[src/rtl/indexed_priority_heap_top_macros.svh]
// assertion macros shared by the heap controller and datapath
// depends on nothing; taken in by `include
`ifndef INDEXED_PRIORITY_HEAP_TOP_MACROS_SVH
`define INDEXED_PRIORITY_HEAP_TOP_MACROS_SVH

// same-cycle implication under synchronous active-low reset
`define IPH_ASSERT_IMP(lbl, ck, rn, a, c) \
  lbl: assert property (@(posedge ck) disable iff (!rn) (a) |-> (c)) \
    else $error("heap assertion failed");

// next-cycle implication under synchronous active-low reset
`define IPH_ASSERT_NXT(lbl, ck, rn, a, c) \
  lbl: assert property (@(posedge ck) disable iff (!rn) (a) |=> (c)) \
    else $error("heap assertion failed");

`endif

[src/rtl/iph_pkg.sv]
// types and codes for the indexed priority heap
// used by every module of the block but iph_ram
package iph_pkg;

  localparam int HANDLE_W = 6;
  localparam int KEY_W    = 32;
  localparam int COUNT_W  = 7;

  localparam logic [2:0] ACT_PUSH   = 3'd0;
  localparam logic [2:0] ACT_POP    = 3'd1;
  localparam logic [2:0] ACT_REMOVE = 3'd2;
  localparam logic [2:0] ACT_UPDATE = 3'd3;
  localparam logic [2:0] ACT_QUERY  = 3'd4;
  localparam logic [2:0] ACT_CLEAR  = 3'd5;

  localparam logic [2:0] ST_OK        = 3'd0;
  localparam logic [2:0] ST_EMPTY     = 3'd1;
  localparam logic [2:0] ST_FULL      = 3'd2;
  localparam logic [2:0] ST_NOT_FOUND = 3'd3;
  localparam logic [2:0] ST_PRESENT   = 3'd4;

  typedef struct packed {
    logic [2:0]          action;
    logic [HANDLE_W-1:0] handle;
    logic [KEY_W-1:0]    key;
  } in_t;

  typedef struct packed {
    logic [2:0]          status;
    logic [HANDLE_W-1:0] popped_handle;
    logic [KEY_W-1:0]    popped_key;
    logic                top_valid;
    logic [HANDLE_W-1:0] top_handle;
    logic [KEY_W-1:0]    top_key;
    logic                present;
    logic [COUNT_W-1:0]  count;
  } out_t;

  typedef enum logic [4:0] {
    OP_NONE,
    OP_LATCH,
    OP_PUSH_INIT,
    OP_RD_TOP,
    OP_POP_TAKE,
    OP_RD_POS,
    OP_REM_TAKE,
    OP_UPD_INIT,
    OP_RD_LAST,
    OP_LAST_LOAD,
    OP_RD_PARENT,
    OP_UP_STEP,
    OP_RD_LEFT,
    OP_CAP_LEFT,
    OP_DOWN_STEP,
    OP_FINISH,
    OP_CLEAR,
    OP_CAP_TOP,
    OP_LOAD_OUT
  } dp_op_t;

  typedef struct packed {
    dp_op_t     op;
    logic       set_st;
    logic [2:0] st;
  } dp_cmd_t;

  typedef struct packed {
    logic [2:0] action;
    logic       in_range;
    logic       queued;
    logic       empty;
    logic       full;
    logic       i_zero;
    logic       left_ok;
    logic       up_win;
    logic       dn_win;
    logic       p_last;
    logic       out_busy;
  } dp_flags_t;

endpackage

[src/rtl/iph_ram.sv]
// generic single-write, single-read memory with registered read data
// depends on nothing
module iph_ram #(
  parameter int W = 8,
  parameter int D = 16
) (
  input  logic                 clk,
  input  logic                 we,
  input  logic [$clog2(D)-1:0] waddr,
  input  logic [W-1:0]         wdata,
  input  logic [$clog2(D)-1:0] raddr,
  output logic [W-1:0]         rdata
);

  logic [W-1:0] mem [D];

  always_ff @(posedge clk) begin
    if (we) begin
      mem[waddr] <= wdata;
    end
    rdata <= mem[raddr];
  end

endmodule

[src/rtl/iph_dp.sv]
// heap datapath: slot and position memories, queued bits, sift registers, result
// depends on iph_pkg, iph_ram and the assertion macro header
`include "indexed_priority_heap_top_macros.svh"

module iph_dp #(
  parameter int CAPACITY     = 64,
  parameter int HANDLE_COUNT = 64,
  parameter int KEY_BITS     = 32
) (
  input  logic                 clk,
  input  logic                 rst_n,
  input  iph_pkg::in_t         in_data,
  input  logic                 cfg_we,
  input  logic                 cfg_data,
  input  iph_pkg::dp_cmd_t     cmd,
  output iph_pkg::dp_flags_t   flags,
  output logic                 out_valid,
  input  logic                 out_stall,
  output iph_pkg::out_t        out_data
);

  localparam int IW  = $clog2(CAPACITY);
  localparam int CW  = $clog2(CAPACITY + 1);
  localparam int HW  = $clog2(HANDLE_COUNT);
  localparam int HF  = iph_pkg::HANDLE_W;
  localparam int KF  = iph_pkg::KEY_W;
  localparam int HXW = (HW > HF) ? HW : HF;
  localparam int KXW = (KEY_BITS > KF) ? KEY_BITS : KF;
  localparam int SW  = HF + KEY_BITS;
  localparam int LW  = IW + 2;

  function automatic logic [HW-1:0] hix(input logic [HF-1:0] h);
    hix = HW'(HXW'(h));
  endfunction

  iph_pkg::in_t          in_r;
  logic                  ord_r;
  logic [CW-1:0]         cnt_r, cnt_nxt;
  logic [IW-1:0]         i_r, i_nxt;
  logic [IW-1:0]         p_r, p_nxt;
  logic [HF-1:0]         cur_h_r, cur_h_nxt;
  logic [KEY_BITS-1:0]   cur_k_r, cur_k_nxt;
  logic [HF-1:0]         lh_r, lh_nxt;
  logic [KEY_BITS-1:0]   lk_r, lk_nxt;
  logic [HF-1:0]         pop_h_r, pop_h_nxt;
  logic [KEY_BITS-1:0]   pop_k_r, pop_k_nxt;
  logic [HF-1:0]         top_h_r, top_h_nxt;
  logic [KEY_BITS-1:0]   top_k_r, top_k_nxt;
  logic [2:0]            st_r, st_nxt;
  logic [HANDLE_COUNT-1:0] hq_r, hq_nxt;
  iph_pkg::out_t         out_r, out_nxt;
  logic                  out_valid_r, out_valid_nxt;

  logic                  s_we;
  logic [IW-1:0]         s_waddr, s_raddr;
  logic [SW-1:0]         s_wdata, s_rdata;
  logic                  p_we;
  logic [HW-1:0]         p_waddr, p_raddr;
  logic [IW-1:0]         p_wdata, p_rdata;

  logic [HF-1:0]         srd_h;
  logic [KEY_BITS-1:0]   srd_k, in_key;
  logic [LW-1:0]         left_w, right_w, cnt_x;
  logic [IW-1:0]         parent_w, best_i;
  logic                  right_ok, take_right, in_range;
  logic [HF-1:0]         best_h;
  logic [KEY_BITS-1:0]   best_k;

  function automatic logic precedes(input logic ord, input logic [KEY_BITS-1:0] a,
                                    input logic [KEY_BITS-1:0] b);
    precedes = ord ? (a > b) : (a < b);
  endfunction

  iph_ram #(.W(SW), .D(CAPACITY)) u_slot (
    .clk(clk), .we(s_we), .waddr(s_waddr), .wdata(s_wdata),
    .raddr(s_raddr), .rdata(s_rdata)
  );

  iph_ram #(.W(IW), .D(HANDLE_COUNT)) u_pos (
    .clk(clk), .we(p_we), .waddr(p_waddr), .wdata(p_wdata),
    .raddr(p_raddr), .rdata(p_rdata)
  );

  assign srd_h    = s_rdata[SW-1:KEY_BITS];
  assign srd_k    = s_rdata[KEY_BITS-1:0];
  assign in_key   = KEY_BITS'(KXW'(in_r.key));
  assign in_range = 32'(in_r.handle) < HANDLE_COUNT;
  assign left_w   = {1'b0, i_r, 1'b1};
  assign right_w  = left_w + LW'(1);
  assign cnt_x    = LW'(cnt_r);
  assign parent_w = (i_r - IW'(1)) >> 1;
  assign right_ok = right_w < cnt_x;

  // right child sits on the slot read port in the cycle after the left capture
  assign take_right = right_ok && precedes(ord_r, srd_k, lk_r);
  assign best_h = take_right ? srd_h : lh_r;
  assign best_k = take_right ? srd_k : lk_r;
  assign best_i = take_right ? right_w[IW-1:0] : left_w[IW-1:0];

  always_comb begin
    flags.action   = in_r.action;
    flags.in_range = in_range;
    flags.queued   = in_range && hq_r[hix(in_r.handle)];
    flags.empty    = (cnt_r == '0);
    flags.full     = (cnt_r >= CW'(CAPACITY));
    flags.i_zero   = (i_r == '0);
    flags.left_ok  = left_w < cnt_x;
    flags.up_win   = precedes(ord_r, cur_k_r, srd_k);
    flags.dn_win   = precedes(ord_r, best_k, cur_k_r);
    flags.p_last   = ((IW + 1)'(p_r) == (IW + 1)'(cnt_r));
    flags.out_busy = out_valid_r && out_stall;
  end

  always_comb begin
    s_raddr = '0;
    case (cmd.op)
      iph_pkg::OP_RD_LAST:   s_raddr = IW'(cnt_r);
      iph_pkg::OP_RD_PARENT: s_raddr = parent_w;
      iph_pkg::OP_RD_LEFT:   s_raddr = left_w[IW-1:0];
      iph_pkg::OP_CAP_LEFT:  s_raddr = right_w[IW-1:0];
      default:               s_raddr = '0;
    endcase
  end

  always_comb begin
    p_raddr   = hix(in_r.handle);
    s_we      = 1'b0;
    s_waddr   = i_r;
    s_wdata   = {cur_h_r, cur_k_r};
    p_we      = 1'b0;
    p_waddr   = hix(cur_h_r);
    p_wdata   = i_r;
    cnt_nxt   = cnt_r;
    i_nxt     = i_r;
    p_nxt     = p_r;
    cur_h_nxt = cur_h_r;
    cur_k_nxt = cur_k_r;
    lh_nxt    = lh_r;
    lk_nxt    = lk_r;
    pop_h_nxt = pop_h_r;
    pop_k_nxt = pop_k_r;
    top_h_nxt = top_h_r;
    top_k_nxt = top_k_r;
    hq_nxt    = hq_r;
    out_nxt   = out_r;
    out_valid_nxt = out_valid_r && out_stall;
    unique case (cmd.op)
      iph_pkg::OP_LATCH: begin
        pop_h_nxt = '0;
        pop_k_nxt = '0;
      end
      iph_pkg::OP_PUSH_INIT: begin
        cur_h_nxt = in_r.handle;
        cur_k_nxt = in_key;
        i_nxt     = IW'(cnt_r);
        cnt_nxt   = cnt_r + CW'(1);
        hq_nxt[hix(in_r.handle)] = 1'b1;
      end
      iph_pkg::OP_POP_TAKE: begin
        pop_h_nxt = srd_h;
        pop_k_nxt = srd_k;
        hq_nxt[hix(srd_h)] = 1'b0;
        cnt_nxt   = cnt_r - CW'(1);
        p_nxt     = '0;
      end
      iph_pkg::OP_REM_TAKE: begin
        p_nxt   = p_rdata;
        hq_nxt[hix(in_r.handle)] = 1'b0;
        cnt_nxt = cnt_r - CW'(1);
      end
      iph_pkg::OP_UPD_INIT: begin
        i_nxt     = p_rdata;
        cur_h_nxt = in_r.handle;
        cur_k_nxt = in_key;
      end
      iph_pkg::OP_LAST_LOAD: begin
        cur_h_nxt = srd_h;
        cur_k_nxt = srd_k;
        i_nxt     = p_r;
      end
      iph_pkg::OP_UP_STEP: begin
        s_we    = 1'b1;
        s_wdata = s_rdata;
        p_we    = 1'b1;
        p_waddr = hix(srd_h);
        i_nxt   = parent_w;
      end
      iph_pkg::OP_CAP_LEFT: begin
        lh_nxt = srd_h;
        lk_nxt = srd_k;
      end
      iph_pkg::OP_DOWN_STEP: begin
        s_we    = 1'b1;
        s_wdata = {best_h, best_k};
        p_we    = 1'b1;
        p_waddr = hix(best_h);
        i_nxt   = best_i;
      end
      iph_pkg::OP_FINISH: begin
        s_we = 1'b1;
        p_we = 1'b1;
      end
      iph_pkg::OP_CLEAR: begin
        cnt_nxt = '0;
        hq_nxt  = '0;
      end
      iph_pkg::OP_CAP_TOP: begin
        top_h_nxt = srd_h;
        top_k_nxt = srd_k;
      end
      iph_pkg::OP_LOAD_OUT: begin
        out_nxt.status        = st_r;
        out_nxt.popped_handle = pop_h_r;
        out_nxt.popped_key    = KF'(KXW'(pop_k_r));
        out_nxt.top_valid     = !flags.empty;
        out_nxt.top_handle    = flags.empty ? '0 : top_h_r;
        out_nxt.top_key       = flags.empty ? '0 : KF'(KXW'(top_k_r));
        out_nxt.present       = flags.queued;
        out_nxt.count         = iph_pkg::COUNT_W'(cnt_r);
        out_valid_nxt         = 1'b1;
      end
      iph_pkg::OP_NONE, iph_pkg::OP_RD_TOP, iph_pkg::OP_RD_POS,
      iph_pkg::OP_RD_LAST, iph_pkg::OP_RD_PARENT, iph_pkg::OP_RD_LEFT: begin
      end
      default: begin
      end
    endcase
  end

  assign st_nxt = cmd.set_st ? cmd.st : st_r;

  always_ff @(posedge clk) begin
    if (!rst_n) begin
      ord_r       <= 1'b0;
      cnt_r       <= '0;
      hq_r        <= '0;
      out_valid_r <= 1'b0;
      st_r        <= iph_pkg::ST_OK;
    end else begin
      if (cfg_we) begin
        ord_r <= cfg_data;
      end
      cnt_r       <= cnt_nxt;
      hq_r        <= hq_nxt;
      out_valid_r <= out_valid_nxt;
      st_r        <= st_nxt;
    end
  end

  always_ff @(posedge clk) begin
    if (cmd.op == iph_pkg::OP_LATCH) begin
      in_r <= in_data;
    end
    i_r     <= i_nxt;
    p_r     <= p_nxt;
    cur_h_r <= cur_h_nxt;
    cur_k_r <= cur_k_nxt;
    lh_r    <= lh_nxt;
    lk_r    <= lk_nxt;
    pop_h_r <= pop_h_nxt;
    pop_k_r <= pop_k_nxt;
    top_h_r <= top_h_nxt;
    top_k_r <= top_k_nxt;
    out_r   <= out_nxt;
  end

  assign out_valid = out_valid_r;
  assign out_data  = out_r;

  `IPH_ASSERT_IMP(a_cnt_bound, clk, rst_n, 1'b1, cnt_r <= CW'(CAPACITY))
  `IPH_ASSERT_NXT(a_load_shows, clk, rst_n, cmd.op == iph_pkg::OP_LOAD_OUT, out_valid_r)

endmodule

[src/rtl/iph_ctrl.sv]
// heap sequencer: decodes the action and steps the sift loops
// depends on iph_pkg and the assertion macro header
`include "indexed_priority_heap_top_macros.svh"

module iph_ctrl (
  input  logic               clk,
  input  logic               rst_n,
  input  logic               in_valid,
  output logic               in_stall,
  input  iph_pkg::dp_flags_t flags,
  output iph_pkg::dp_cmd_t   cmd
);

  typedef enum logic [3:0] {
    S_IDLE, S_DECODE, S_POP_CAP, S_POS_CAP, S_TAKE, S_LAST_CAP, S_UP, S_UP_CMP,
    S_DOWN, S_DN_L, S_DN_R, S_FIN, S_TOP_RD, S_TOP_CAP, S_OUT
  } state_t;

  state_t state_r, state_nxt;

  always_comb begin
    state_nxt  = state_r;
    cmd.op     = iph_pkg::OP_NONE;
    cmd.set_st = 1'b0;
    cmd.st     = iph_pkg::ST_OK;
    unique case (state_r)
      S_IDLE: begin
        if (in_valid) begin
          cmd.op     = iph_pkg::OP_LATCH;
          cmd.set_st = 1'b1;
          state_nxt  = S_DECODE;
        end
      end
      S_DECODE: begin
        state_nxt  = S_TOP_RD;
        cmd.set_st = 1'b1;
        case (flags.action)
          iph_pkg::ACT_PUSH: begin
            if (!flags.in_range) begin
              cmd.st = iph_pkg::ST_NOT_FOUND;
            end else if (flags.queued) begin
              cmd.st = iph_pkg::ST_PRESENT;
            end else if (flags.full) begin
              cmd.st = iph_pkg::ST_FULL;
            end else begin
              cmd.op    = iph_pkg::OP_PUSH_INIT;
              state_nxt = S_UP;
            end
          end
          iph_pkg::ACT_POP: begin
            if (flags.empty) begin
              cmd.st = iph_pkg::ST_EMPTY;
            end else begin
              cmd.op    = iph_pkg::OP_RD_TOP;
              state_nxt = S_POP_CAP;
            end
          end
          iph_pkg::ACT_REMOVE, iph_pkg::ACT_UPDATE: begin
            if (!flags.queued) begin
              cmd.st = iph_pkg::ST_NOT_FOUND;
            end else begin
              cmd.op    = iph_pkg::OP_RD_POS;
              state_nxt = S_POS_CAP;
            end
          end
          iph_pkg::ACT_QUERY: begin
            cmd.st = flags.queued ? iph_pkg::ST_OK : iph_pkg::ST_NOT_FOUND;
          end
          iph_pkg::ACT_CLEAR: begin
            cmd.op = iph_pkg::OP_CLEAR;
          end
          default: begin
          end
        endcase
      end
      S_POP_CAP: begin
        cmd.op    = iph_pkg::OP_POP_TAKE;
        state_nxt = S_TAKE;
      end
      S_POS_CAP: begin
        if (flags.action == iph_pkg::ACT_REMOVE) begin
          cmd.op    = iph_pkg::OP_REM_TAKE;
          state_nxt = S_TAKE;
        end else begin
          cmd.op    = iph_pkg::OP_UPD_INIT;
          state_nxt = S_UP;
        end
      end
      S_TAKE: begin
        if (flags.p_last) begin
          state_nxt = S_TOP_RD;
        end else begin
          cmd.op    = iph_pkg::OP_RD_LAST;
          state_nxt = S_LAST_CAP;
        end
      end
      S_LAST_CAP: begin
        cmd.op    = iph_pkg::OP_LAST_LOAD;
        state_nxt = S_UP;
      end
      S_UP: begin
        if (flags.i_zero) begin
          state_nxt = S_DOWN;
        end else begin
          cmd.op    = iph_pkg::OP_RD_PARENT;
          state_nxt = S_UP_CMP;
        end
      end
      S_UP_CMP: begin
        if (flags.up_win) begin
          cmd.op    = iph_pkg::OP_UP_STEP;
          state_nxt = S_UP;
        end else begin
          state_nxt = S_DOWN;
        end
      end
      S_DOWN: begin
        if (flags.left_ok) begin
          cmd.op    = iph_pkg::OP_RD_LEFT;
          state_nxt = S_DN_L;
        end else begin
          state_nxt = S_FIN;
        end
      end
      S_DN_L: begin
        cmd.op    = iph_pkg::OP_CAP_LEFT;
        state_nxt = S_DN_R;
      end
      S_DN_R: begin
        if (flags.dn_win) begin
          cmd.op    = iph_pkg::OP_DOWN_STEP;
          state_nxt = S_DOWN;
        end else begin
          state_nxt = S_FIN;
        end
      end
      S_FIN: begin
        cmd.op    = iph_pkg::OP_FINISH;
        state_nxt = S_TOP_RD;
      end
      S_TOP_RD: begin
        cmd.op    = iph_pkg::OP_RD_TOP;
        state_nxt = S_TOP_CAP;
      end
      S_TOP_CAP: begin
        cmd.op    = iph_pkg::OP_CAP_TOP;
        state_nxt = S_OUT;
      end
      S_OUT: begin
        if (!flags.out_busy) begin
          cmd.op    = iph_pkg::OP_LOAD_OUT;
          state_nxt = S_IDLE;
        end
      end
      default: begin
        state_nxt = S_IDLE;
      end
    endcase
  end

  always_ff @(posedge clk) begin
    if (!rst_n) begin
      state_r <= S_IDLE;
    end else begin
      state_r <= state_nxt;
    end
  end

  assign in_stall = (state_r != S_IDLE);

  `IPH_ASSERT_NXT(a_accept_busy, clk, rst_n, in_valid && !in_stall, in_stall)

endmodule

[src/rtl/indexed_priority_heap_top.sv]
// Indexed binary-heap priority queue of job handles with keys, min-first or
// max-first by cfg_data. One transaction in gives one transaction out. A
// transaction that moves nothing (query, clear, refused action) goes from decode
// through the top read and capture to the output; a push, pop, remove or update
// adds sift loops that read the parent per level sifted up and both children per
// level sifted down, paced by the single read port of the slot memory. A new
// transaction is taken while the previous result still waits on out_stall.
// No clearing pass follows reset. Depends on iph_pkg, iph_ctrl, iph_dp, iph_ram.
module indexed_priority_heap_top #(
  parameter int CAPACITY     = 64,
  parameter int HANDLE_COUNT = 64,
  parameter int KEY_BITS     = 32
) (
  input  logic          clk,
  input  logic          rst_n,
  input  logic          in_valid,
  output logic          in_stall,
  input  iph_pkg::in_t  in_data,
  output logic          out_valid,
  input  logic          out_stall,
  output iph_pkg::out_t out_data,
  input  logic          cfg_we,
  input  logic          cfg_data
);

  iph_pkg::dp_cmd_t   cmd;
  iph_pkg::dp_flags_t flags;

  iph_ctrl u_ctrl (
    .clk(clk), .rst_n(rst_n), .in_valid(in_valid), .in_stall(in_stall),
    .flags(flags), .cmd(cmd)
  );

  iph_dp #(
    .CAPACITY(CAPACITY), .HANDLE_COUNT(HANDLE_COUNT), .KEY_BITS(KEY_BITS)
  ) u_dp (
    .clk(clk), .rst_n(rst_n), .in_data(in_data), .cfg_we(cfg_we),
    .cfg_data(cfg_data), .cmd(cmd), .flags(flags), .out_valid(out_valid),
    .out_stall(out_stall), .out_data(out_data)
  );

endmodule
[config.mk]
export PLATFORM = sky130hd
export DESIGN_NAME = indexed_priority_heap_top
export DESIGN_NICKNAME = d
export VERILOG_FILES = /design/src/rtl/iph_pkg.sv /design/src/rtl/iph_ram.sv /design/src/rtl/iph_dp.sv /design/src/rtl/iph_ctrl.sv /design/src/rtl/indexed_priority_heap_top.sv
export VERILOG_INCLUDE_DIRS = /design/src /design/src/rtl
export SDC_FILE = /design/constraint.sdc
export NUM_CORES = 2
export LEC_CHECK = 0
export ABC_AREA = 1
export BUFFER_PORTS_ARGS = -buffer_cell sky130_fd_sc_hd__clkbuf_2
export CORE_UTILIZATION = 32
export CTS_BUF_LIST = sky130_fd_sc_hd__clkbuf_16
export CTS_CLUSTER_SIZE = 20
export DETAILED_ROUTE_END_ITERATION = 6
export PLACE_DENSITY = 0.46
export REMOVE_ABC_BUFFERS = 1
export SYNTH_ARGS = -nofsm -noshare
export SYNTH_HDL_FRONTEND = slang
export SYNTH_SLANG_ARGS = --single-unit
[constraint.sdc]
create_clock -name clk -period 21.4 [get_ports clk]
set_input_delay 5.35 -clock clk [delete_from_list [all_inputs] [get_ports clk]]
set_output_delay 5.35 -clock clk [all_outputs]
set_load 0.05 [all_outputs]
==> results.py <==
metrics = {
    "outcome": {
        "outcome": "finished with violations",
        "failed_checks": "DRC",
    },
    "critical_path": {
        "startpoint_type": "flop",
        "arrival_ns": 10.92,
        "cp_common_cell": "nand2_1",
        "crit_family": "simple AND/OR/NAND/NOR gates",
        "crit_required_ns": 21.92,
        "timing_worst_setup_path_type": "flop to flop",
        "slowest_delay_ns": 0.84,
        "critPathBufInv": 6,
        "cp_max_fo": 69,
        "crit_slowest_cell": "nand2_4",
        "r2r_setup_slack_ns": 11.00,
        "endpoint_kind": "flop",
    },
    "synthesis": {
        "synth_warnings": 0,
        "synthCells": 11500,
        "synth_seq_cells": 3233,
        "yosysUniqueCellTypes": 57,
        "synth_top_flop_cell": "edfxtp_1",
        "synth_edf_count": 3109,
        "synth-async-reset-ratio": 0,
        "avgSynthCellArea_um2": 11.7,
        "synth_area_um2": 135000,
        "yosysSeqAreaShare": 0.710,
    },
    "clock_tree": {
        "cts_tree": "built",
        "cts_buffer_depth": 4,
        "cts_buffers": 363,
        "cts_root_buf": "clkbuf_16",
        "cts_resized": 0,
        "htree_levels": 5,
        "cts-hold-fix-buffers": 0,
        "post_cts_buffers": 0,
        "cts_sinks": 3233,
        "clkLatencyLatePin_ns": 0.99,
        "path_clk_slew_ns": 0.06,
    },
    "drt": {
        "routedWlPerCell_um": 25.9,
        "drt_iter0_drc": 9253,
        "vias": 89700,
        "wl_mm": 450,
        "viasPerCell": 5.16,
        "drc": 4,
        "ant_nets": 0,
        "drtPass1Iterations": 7,
    },
    "worst_hold_path": {
        "hp-class": "flop to flop",
    },
    "flow_run": {
        "cap_violations": 0,
    },
    "sta": {
        "fin_crit_sh": 0.486,
        "finalCriticalPeriod_ns": 10.40,
        "slew_headroom": 0.214,
        "rsz0062_at_grt": "no",
        "fmax_ghz": 0.0961,
        "slew_viol_final": 0,
        "worst_clock_skew_ns": 0.134,
        "final_hold_viol_count": 0,
        "tightest_slew_ns": 1.18,
        "setup_viol": 0,
    },
    "floorplan": {
        "ioPinCount": 137,
        "die-area_um2": 424000,
        "start_util": 0.321,
        "coreArea_um2": 420000,
        "rows": 238,
        "fp.dieW_um": 651,
        "fp.dieH_um": 651,
    },
    "place": {
        "place_area_um2": 143000,
        "gp_congestion": 0.871,
        "dpl.hpwl_mm": 258,
        "io_buffers": 136,
    },
    "layout": {
        "fin_util": 0.368,
        "fillers": 40600,
        "drive_above_1_share": 0.109,
        "fin_nets": 11700,
        "area_delta_synth_final_pct": 14.4,
        "post-route-cell-area_um2": 154000,
    },
    "global_routing": {
        "track_usage": 0.206,
        "grt_pass1_vias": 87600,
        "antenna_found_initial": 32,
        "grt_max_degree": 175,
        "grt-ovfl-total": 0,
        "grt_pass1_wl_mm": 643,
    },
    "power_and_ir_drop": {
        "p_leak_uw": 0.0546,
        "vdd_drop_max_mv": 0.0910,
        "powerDensity_nw_per_um2": 119,
    },
}
[worst register-to-register path: cells and delay by family (launching register included)]
family	cells	cell delay [ns]
buffers and inverters	6	3.21
adders and majority gates	2	0.61
AOI/OAI and AO/OA	4	0.81
and+or+nand+nor	18	4.97
DFF	1	0.33
[area by class of cell]
class	instances	area [um^2]	share of cell area
sequential	3233	95800	0.621
multi-input combinational	6865	34500	0.223
clock buffer	365	9130	0.0591
tap	5520	6910	0.0447
inverter	748	2850	0.0184
clock inverter	291	2610	0.0169
timing repair buffer	357	2510	0.0163
antenna	27	67.6	0.000438
[per-layer routing]
layer / track usage / routed length (um) / part of all wire / vias up
met3: 0.0334 / 30500 / 0.068 / 624
met4: 0.0559 / 12600 / 0.028 / 8
met5: 0 / 50 / 0.00011 / -
met1: 0.290 / 200000 / 0.44 / 45300
li1: - / - / - / 40700
met2: 0.329 / 207000 / 0.46 / 3167
[worst paths after layout]
path | end | from | cells past startpoint
setup / recovery | u_dp.u_slot.mem[38][4] | u_dp.i_r[5] | 30
hold / removal | u_dp.out_data[64] | u_dp.pop_k_r[17] | 0
hold reg to reg | u_dp.out_data[64] | u_dp.pop_k_r[17] | 0
setup reg to reg | u_dp.u_slot.mem[38][4] | u_dp.i_r[5] | 30
[layout by cell type (no fill, tap or decap), types with 43 or more instances in the layout]
cell type | netlist | final
nand4_1 | 65 | 65
nor2_1 | 772 | 704
or2_2 | 230 | 230
a221oi_1 | 43 | 43
o21ai_1 | 74 | 74
ha_1 | 115 | 115
inv_1 | 729 | 789
clkbuf_2 | 2 | 136
dfxtp_1 | 124 | 124
nand2_1 | 3008 | 3004
nor2_4 | 0 | 66
clkinv_1 | 2 | 81
clkbuf_16 | 0 | 365
edfxtp_1 | 3109 | 3109
nand3_1 | 1288 | 1284
buf_4 | 29 | 207
a21oi_1 | 105 | 104
o211ai_1 | 537 | 537
clkinv_2 | 0 | 69
o21ai_0 | 312 | 312
a22oi_1 | 61 | 61
[per-stage QoR]
step | hold WS (ns) | setup WS [ns] | TNS (ns) | instances | power [uW]
detailed placement | 0.406 | 11.11 | 0 | 16700 | 12300
global route | 0.425 | 10.55 | 0 | 17400 | 19100
CTS | 0.412 | 11.00 | 0 | 17400 | 18500
finish | 0.414 | 11.00 | 0 | 17400 | 18300
floorplan | 0.400 | -22.86 | -868.29 | 10800 | 10700
global placement | 0.407 | 11.06 | 0 | 16700 | 12200
[synth_stat cells (all sizes together) (8+ instances only)]
cell type,count,area share
clkbuf,277,0.0077
o211ai,551,0.031
o21bai,11,0.00061
xor2,8,0.00052
nand2,3017,0.084
nand3,1295,0.048
dfxtp,124,0.018
o21ai,387,0.014
nor2,778,0.022
a22o,39,0.0025
ha,115,0.011
a22oi,61,0.0034
and3,22,0.0010
o221ai,32,0.0021
a21oi,108,0.0041
or2,230,0.011
nor3,48,0.0021
nand4,65,0.0030
edfxtp,3109,0.69
a21o,13,0.00072
a221oi,43,0.0028
buf,387,0.015
inv,746,0.021
[kinds of logic after synthesis]
family / share of synthesized area
XOR/XNOR: 0.000714
flip-flops: 0.710
AO/OA/AOI/OAI: 0.0633
buffers and inverters: 0.0433
AND/OR/NAND/NOR: 0.172
adder cells (fa/ha/maj): 0.0108
[report_power, final]
part	internal (uW)	leakage (uW)	switching (uW)
Clock	3580	0.00603	2640
Sequential	7640	0.0290	144
Combinational	945	0.0196	3380
Total	12200	0.0546	6170
[sequential cells by signal, summed over array words and instances, names as in the netlist, 7 cells and up]
register           count
u_dp.cnt_r             7
u_dp.cur_k_r          32
u_dp.hq_r             64
u_dp.in_key           32
u_dp.lk_r             32
u_dp.out_data         88
u_dp.pop_k_r          32
u_dp.top_k_r          32
u_dp.u_pos.mem       384
u_dp.u_slot.mem     2432
u_dp.u_slot.rdata     38
Note: power is estimated with default switching activity, not from simulation.
